<file path="src/rtl/jps_pkg.sv">
// Shared types, constants and codes of the 1D Jacobi Poisson solver.
// Depends on nothing; every other file of the block uses it.
`default_nettype none

package jps_pkg;

  // Fixed field widths of the payload and configuration registers.
  localparam int unsigned VALUE_W    = 48;  // signed Q7.40 sample and solution
  localparam int unsigned ERR_W      = 47;  // unsigned change and tolerance
  localparam int unsigned ITER_W     = 20;  // sweep counts
  localparam int unsigned IDX_W      = 9;   // point index field
  localparam int unsigned NPTS_W     = 10;  // n_points register
  localparam int unsigned CFG_IDX_W  = 2;
  localparam int unsigned CFG_DATA_W = 47;

  // Default depth of the point row.
  localparam int unsigned MAX_POINTS_DEF = 512;

  // Register values after reset.
  localparam logic [NPTS_W-1:0] N_POINTS_RST       = 10'd500;
  localparam logic [ERR_W-1:0]  TOLERANCE_RST      = 47'd1099512;
  localparam logic [ITER_W-1:0] MAX_ITERATIONS_RST = 20'd100000;

  typedef enum logic [1:0] {
    OP_LOAD  = 2'd0,
    OP_SOLVE = 2'd1,
    OP_READ  = 2'd2
  } op_e;

  typedef enum logic [CFG_IDX_W-1:0] {
    CFG_N_POINTS       = 2'd0,
    CFG_TOLERANCE      = 2'd1,
    CFG_MAX_ITERATIONS = 2'd2
  } cfg_idx_e;

  typedef struct packed {
    logic [1:0]                operation;
    logic [IDX_W-1:0]          point_index;
    logic signed [VALUE_W-1:0] sample_value;
  } in_item_t;

  typedef struct packed {
    logic signed [VALUE_W-1:0] solution_value;
    logic [ITER_W-1:0]         iterations_done;
    logic [ERR_W-1:0]          final_error;
  } out_item_t;

  typedef struct packed {
    logic [NPTS_W-1:0] n_points;
    logic [ERR_W-1:0]  tolerance;
    logic [ITER_W-1:0] max_iterations;
  } cfg_t;

  // Broadcast commands from the controller to every cell of the row.
  typedef struct packed {
    logic                      clear;
    logic                      sweep;
    logic                      shift;
    logic                      load;
    logic [IDX_W-1:0]          idx;
    logic signed [VALUE_W-1:0] data;
  } cell_ctrl_t;

  typedef struct packed {
    logic      load;
    out_item_t item;
  } res_t;

endpackage

`default_nettype wire

</file>
<file path="src/rtl/jps_cell.sv">
// One grid point of the solver row: holds its rhs sample and solution value.
// Depends on jps_pkg for widths and the broadcast command struct.
`default_nettype none

module jps_cell #(
  parameter int unsigned IDX = 0
) (
  input  wire logic                               clk_i,
  input  wire logic                               rst_ni,
  input  wire jps_pkg::cell_ctrl_t                ctrl_i,
  input  wire logic [jps_pkg::NPTS_W-1:0]         n_points_i,
  input  wire logic signed [jps_pkg::VALUE_W-1:0] left_i,
  input  wire logic signed [jps_pkg::VALUE_W-1:0] right_i,
  input  wire logic [jps_pkg::ERR_W-1:0]          mx_right_i,
  output logic signed [jps_pkg::VALUE_W-1:0]      value_o,
  output logic [jps_pkg::ERR_W-1:0]               mx_o
);

  localparam int unsigned W     = jps_pkg::VALUE_W;
  localparam int unsigned EW    = jps_pkg::ERR_W;
  localparam int unsigned SUM_W = W + 2;

  localparam logic signed [SUM_W-1:0] VMAX_X = {3'b000, {(W-1){1'b1}}};
  localparam logic signed [SUM_W-1:0] VMIN_X = {3'b111, {(W-1){1'b0}}};

  logic signed [W-1:0]     u_q, u_d;
  logic signed [W-1:0]     rhs_q, rhs_d;
  logic [EW-1:0]           d_q, d_d;
  logic [EW-1:0]           mx_q, mx_d;

  logic                    active;
  logic signed [W-1:0]     hl, hr, hs;
  logic signed [SUM_W-1:0] sum3;
  logic                    carry;
  logic                    low;
  logic signed [W-1:0]     new_val;
  logic signed [W:0]       diff;
  logic signed [W:0]       diff_n;
  logic [W:0]              absd;
  logic [EW-1:0]           change;

  always_comb begin
    active = IDX < 32'(n_points_i);

    // floor((l + r + s) / 2) built from the halves plus the carry of the low
    // bits; the halves' sum saturates, then the carry is added within range.
    hl    = left_i >>> 1;
    hr    = right_i >>> 1;
    hs    = rhs_q >>> 1;
    carry = (left_i[0] & right_i[0]) | (left_i[0] & rhs_q[0]) | (right_i[0] & rhs_q[0]);
    sum3  = {{2{hl[W-1]}}, hl} + {{2{hr[W-1]}}, hr} + {{2{hs[W-1]}}, hs}
          + {{(SUM_W-1){1'b0}}, carry};
    low   = carry ? (sum3 <= VMIN_X) : (sum3 < VMIN_X);
    if (low) begin
      new_val = {1'b1, {(W-2){1'b0}}, carry};
    end else if (sum3 > VMAX_X) begin
      new_val = VMAX_X[W-1:0];
    end else begin
      new_val = sum3[W-1:0];
    end

    // Absolute change against the old value, saturated to the error range.
    // Both differences are formed side by side so no negation follows them.
    diff   = {new_val[W-1], new_val} - {u_q[W-1], u_q};
    diff_n = {u_q[W-1], u_q} - {new_val[W-1], new_val};
    absd   = diff[W] ? diff_n : diff;
    change = (absd[W:EW] != '0) ? {EW{1'b1}} : absd[EW-1:0];

    rhs_d = rhs_q;
    if (ctrl_i.load && (32'(ctrl_i.idx) == IDX)) begin
      rhs_d = ctrl_i.data;
    end

    u_d = u_q;
    d_d = d_q;
    if (ctrl_i.clear) begin
      u_d = '0;
    end else if (ctrl_i.sweep) begin
      if (active) begin
        u_d = new_val;
        d_d = change;
      end else begin
        d_d = '0;
      end
    end else if (ctrl_i.shift) begin
      u_d = right_i;
    end

    mx_d = (d_q > mx_right_i) ? d_q : mx_right_i;
  end

  always_ff @(posedge clk_i or negedge rst_ni) begin
    if (!rst_ni) begin
      u_q   <= '0;
      rhs_q <= '0;
    end else begin
      u_q   <= u_d;
      rhs_q <= rhs_d;
    end
  end

  always_ff @(posedge clk_i) begin
    d_q  <= d_d;
    mx_q <= mx_d;
  end

  assign value_o = u_q;
  assign mx_o    = mx_q;

endmodule

`default_nettype wire

</file>
<file path="config.mk">
export PLATFORM = sky130hd
export DESIGN_NAME = jps_cell
export DESIGN_NICKNAME = d
export VERILOG_FILES = /design/src/rtl/jps_pkg.sv /design/src/rtl/jps_cell.sv
export SDC_FILE = /design/constraint.sdc
export NUM_CORES = 1
export LEC_CHECK = 0
export BUFFER_PORTS_ARGS = -buffer_cell sky130_fd_sc_hd__buf_4
export CORE_MARGIN = 4
export CORE_UTILIZATION = 25
export CTS_BUF_LIST = sky130_fd_sc_hd__clkbuf_8
export DETAILED_ROUTE_END_ITERATION = 8
export GPL_TIMING_DRIVEN = 0
export PLACE_DENSITY = 0.51
export SYNTH_ARGS = -nofsm -noshare
export SYNTH_HDL_FRONTEND = slang
export SYNTH_SLANG_ARGS = --single-unit
</file>
<file path="constraint.sdc">
create_clock -name clk_i -period 9.1 [get_ports clk_i]
set_input_delay 1.82 -clock clk_i [delete_from_list [all_inputs] [get_ports clk_i]]
set_output_delay 1.82 -clock clk_i [all_outputs]
set_load 0.005 [all_outputs]
</file>
# Word-level counts from Yosys, hierarchy flattened
# Cells that the tools add are included.
# word_totals
reg_bits	190
input_bits	216
wordCells	37
# op_classes
add_sub_neg	5
magnitude_cmp	5
eq_ne	1
mux	10
bitwise	6
reduce_logical	6
# op_table
op	n
48-bit 2-to-1 mux	6
48-bit by 48-bit subtractor with 49-bit output	2
47-bit 2-to-1 mux	2
49-bit by 2-bit adder with 50-bit output	1
50-bit by 48-bit greater-than comparator with 1-bit output (second input constant)	1
50-bit by 48-bit less-or-equal comparator with 1-bit output (second input constant)	1
50-bit by 48-bit less-than comparator with 1-bit output (second input constant)	1
48-bit by 47-bit adder with 49-bit output	1
49-bit 2-to-1 mux	1
47-bit by 47-bit adder with 48-bit output	1
47-bit greater-than comparator	1
1-bit by 10-bit less-than comparator with 1-bit output (first input constant)	1
9-bit logical NOT	1
2-bit AND reduction	2
1-bit bitwise AND	3
3-bit by 1-bit inequality test with 1-bit output (second input constant)	1
3-bit nonzero test	1
1-bit OR	2
2-bit nonzero test	1
1-bit logical AND	1
1-bit 2-to-1 mux	1
1-bit NOT	1

# Logic depth before layout (Yosys ltp)
# logic_depth
word_depth	11
mapped_depth	35
mapped_depth_nobuf	31

# Worst setup path after synthesis
# Ideal clock, no wire load.
# synth_timing
path_type	input port to flip-flop
from	input port left_i[0] (netlist bit)
to	register d_q[45] (data pin)
setup_time_ps	270
arrival_time_ps	8919
path_slack_ps	-89
path_stages	33
path_buffers	4
cell_sequence	maj3_1 fa_1 ha_1 inv_1 fa_1 nor2b_1 o211ai_1 a21oi_1 a211oi_1 o31ai_1 xnor2_1 or3b_1 or4_1 nor4_2 a21boi_1 buf_6 buf_2 nand2_1 inv_1 ha_1 clkbuf_1 nand4_1 nor4_1 inv_1 nor3_1 o31ai_1 a31oi_2 buf_2 mux2i_1 a31oi_1 o41ai_1 xnor2_1 a21oi_1
# synth_via
elab_chain_len	11
elab_cells_between_ends	16
classes_between	3 x add/sub; 3 x order compare; 5 x mux; 4 x bitwise; 1 x reduce/logical
# synth_lines
element	line	text
from (decl)	jps_cell.sv:12	input wire logic signed [jps_pkg::VALUE_W-1:0] left_i,
1-bit bitwise AND	jps_cell.sv:50	carry = (left_i[0] & right_i[0]) | (left_i[0] & rhs_q[0]) | (right_i[0] & rhs_q[0]);
1-bit OR (*) (2 in a row)	jps_cell.sv:50	
49-bit by 2-bit adder with 50-bit output	jps_cell.sv:52	+ {{(SUM_W-1){1'b0}}, carry};
50-bit by 48-bit greater-than comparator with 1-bit output (tied with other cells)	jps_cell.sv:56	end else if (sum3 > VMAX_X) begin
48-bit 2-to-1 mux / 1-bit 2-to-1 mux (equally long branches)	jps_cell.sv:56, jps_cell.sv:53	
48-bit 2-to-1 mux (*)	jps_cell.sv:54	if (low) begin
48-bit by 48-bit subtractor with 49-bit output (on tied branches)	jps_cell.sv:64, jps_cell.sv:65	
49-bit 2-to-1 mux (*)	jps_cell.sv:66	absd = diff[W] ? diff_n : diff;
2-bit nonzero test	jps_cell.sv:67	change = (absd[W:EW] != '0) ? {EW{1'b1}} : absd[EW-1:0];
47-bit 2-to-1 mux (*)	jps_cell.sv:67	
to (signal assigned)	jps_cell.sv:103	d_q <= d_d;
to (decl)	jps_cell.sv:28	logic [EW-1:0] d_q, d_d;
# Every way passes the cells marked *; elsewhere a longest branch is shown, timed or not.
# A chain may end at the register's enable or synchronous reset.

# Worst setup path after layout
# layout_timing
from	input port left_i[0] (netlist bit)
to	register d_q[37] (data pin)
# The elaborated chain is that of the path after synthesis.

==> metrics.txt <==
status=completed; min Tclk post-route=8.91 ns; first-pass GRT wire length=115 mm; share of post-route cells with drive strength above 1=29.7%; share of the synthesized area in the top cell type=12.6%; final worst path period share=97.9%; Seq cells post-synth=190; final hold viol count=0; worst slack at placement=-2.45 ns; FMAX=112 MHz; setup clock skew after layout=0.0364 ns; Routed Antenna Nets=0; DP Cell Count=3590; predominant post-synthesis flop cell=dfrtp_1; CTS H-tree lvls=4; Post-synth EDFFs=47; final wirelength=76.3 mm; I/O pin cnt=311; Worst Path Buf+Inv=8; Die Ht=284 µm; Clock Pin Slew Worst Setup and Hold Paths=0.10 ns; min-delay worst type=reg2reg; Area growth, synth to finish=32.1%; largest net degree at the start of global routing=97; Hold Worst Slack=0.526 ns; Critical Path RT=9.39 ns; final setup fails=0; fin cells=3680; final setup margin=0.193 ns; Sink Count=190; RSZ-0062 raised after global routing=true; total die area=80700 µm²; power per cell area=296 nW/µm²; TNS Setup=0 ns; port buffer count=310; CTS tree=yes; vias per cell=5.01; leakage power=11.4 nW; Cell Rows=100; top cells by count, synth=a21oi_1, nand2_1, ha_1; Max Root-Sink Buffers=2; largest area contributor in the netlist=dfrtp_1; total CTS buffers=17; Post-CTS Hold Buffers=0; total gr overflow=0; Core Area=75100 µm²; syn_nets=2768; Slowest Stage Delay on Critical Path=0.63 ns; Initial DRT Pass Iterations=6; syn avg cell area=8.25 µm²; vias in the first global route=18.7k; Synth cell types=89; Slew Limit Fails=0; GPL Wtd Cong=0.891; critical path class=in2reg; Clk Latency, worst-skew pair=0.58 ns; total track usage=18.3%; synthesized area=19100 µm²; Post-Synthesis Cells=2310; measured slew at the worst slew-check pin=1.13 ns; clock root buffer=clkbuf_8; WL/cell=20.7 µm; slowest CP cell=a211oi_1; Slew HR=24.3%; asr flop ratio synth=50.5%; MaxCap Viol Count=0; Initial Utilization=25.4%; DRT iter0 DRCs=1114; most numerous cell in the Yosys netlist=a21oi_1; CP delay by family, top=compound AO/OA/AOI/OAI gates; Critical Path AT=9.20 ns; Worst setup SP type=input pin; chip width=284 µm; Tot Pwr=7.46 mW; largest cells by area after synthesis=dfrtp_1, ha_1, edfxtp_1, a21oi_1, mux2_2; number of synthesis warnings=0; DRC=0; crit-path max FO=10; Worst VDD drop=0.107 mV; via count=18.4k; Nets=3155; part of the Yosys area used for sequential elements=24.9%; Detailed Place HPWL=62.7 mm; Crit. End Element=register; initial antenna violation count=1
-- flip-flops by register name, indices dropped and copies added, names as in the netlist --
signal and flops:
value_o 48, mx_o 47, rhs_q 48, d_q 47
-- routing by layer --
metal / vias to the layer above / wire length (µm) / global-route usage (%)
met5: - / 0 / 0
met1: 8742 / 33700 / 23.6
li1: 9048 / - / -
met3: 116 / 3500 / 2.72
met2: 515 / 36700 / 31.5
met4: 0 / 2350 / 5.69
-- layout by cell type (no fill, tap or decap), types with 21 or more instances in the layout --
cell / instances
buf_4: 396
a21oi_1: 227
nand2_1: 219
inv_1: 174
ha_1: 150
nor2_1: 114
o21ai_0: 106
mux2_2: 102
dfrtp_1: 96
nand3_1: 76
a21o_1: 60
nand4_1: 56
fa_1: 49
a22oi_1: 48
xnor2_1: 47
edfxtp_1: 47
dfxtp_1: 47
clkbuf_1: 42
ha_4: 37
nor3_1: 28
o21bai_1: 28
xor2_1: 28
nor2b_1: 22
clkbuf_8: 21
-- what timing repair did --
action,4_1_cts,5_1_grt
cloned,4,2
endpoints found under the setup margin,47,47
buffers inserted,52,35
pin swaps,59,78
resized for setup,222,117
endpoints found under the hold margin,0,0
-- per-stage QoR --
stage | utilization, % | instance area, µm²
after global placement | 30.1 | 22600
after global routing | 33.6 | 25200
after CTS | 32.4 | 24300
after detailed placement | 30.2 | 22600
after floorplan | - | 19100
final | 33.6 | 25200
-- power breakdown --
part	switching, mW	internal, mW
sequential	0.176	1.19
combinational	3.08	2.44
clock	0.349	0.228
-- layout make-up --
type / count / area, µm²
antenna: 1 / 2.50
buffer: 96 / 587
fill: 7917 / 49900
clock buffer: 19 / 262
inverter: 188 / 711
tap: 969 / 1210
timing repair buffer: 403 / 3170
sequential: 190 / 4750
multi-input combinational: 1801 / 14400
clock inverter: 13 / 98.8
-- logic make-up (layout without fill, tap and decap cells) --
logic type	Yosys count	count (layout)	share of synthesized area [%]
other	0	1	0
XOR/XNOR	77	77	3.54
AND/OR/NAND/NOR	664	664	16.7
flip-flops	190	190	24.9
multiplexers	124	124	7.19
buffers and inverters	319	719	6.65
adder cells (fa/ha/maj)	243	243	17.9
AO/OA/AOI/OAI	693	693	23.1
-- final timing paths --
check	cells after the start	slack, ns	start	endpoint
max	33	0.19	left_i[0]	d_q[37]
min	1	0.53	d_q[0]	mx_o[0]
max reg2reg	32	1.12	rhs_q[0]	d_q[37]
min reg2reg	1	0.53	d_q[0]	mx_o[0]
max in group asynchronous	2	7.29	rst_ni	value_o[14]
min in group asynchronous	1	1.12	rst_ni	rhs_q[27]
Note: power is estimated with default switching activity, not from simulation.
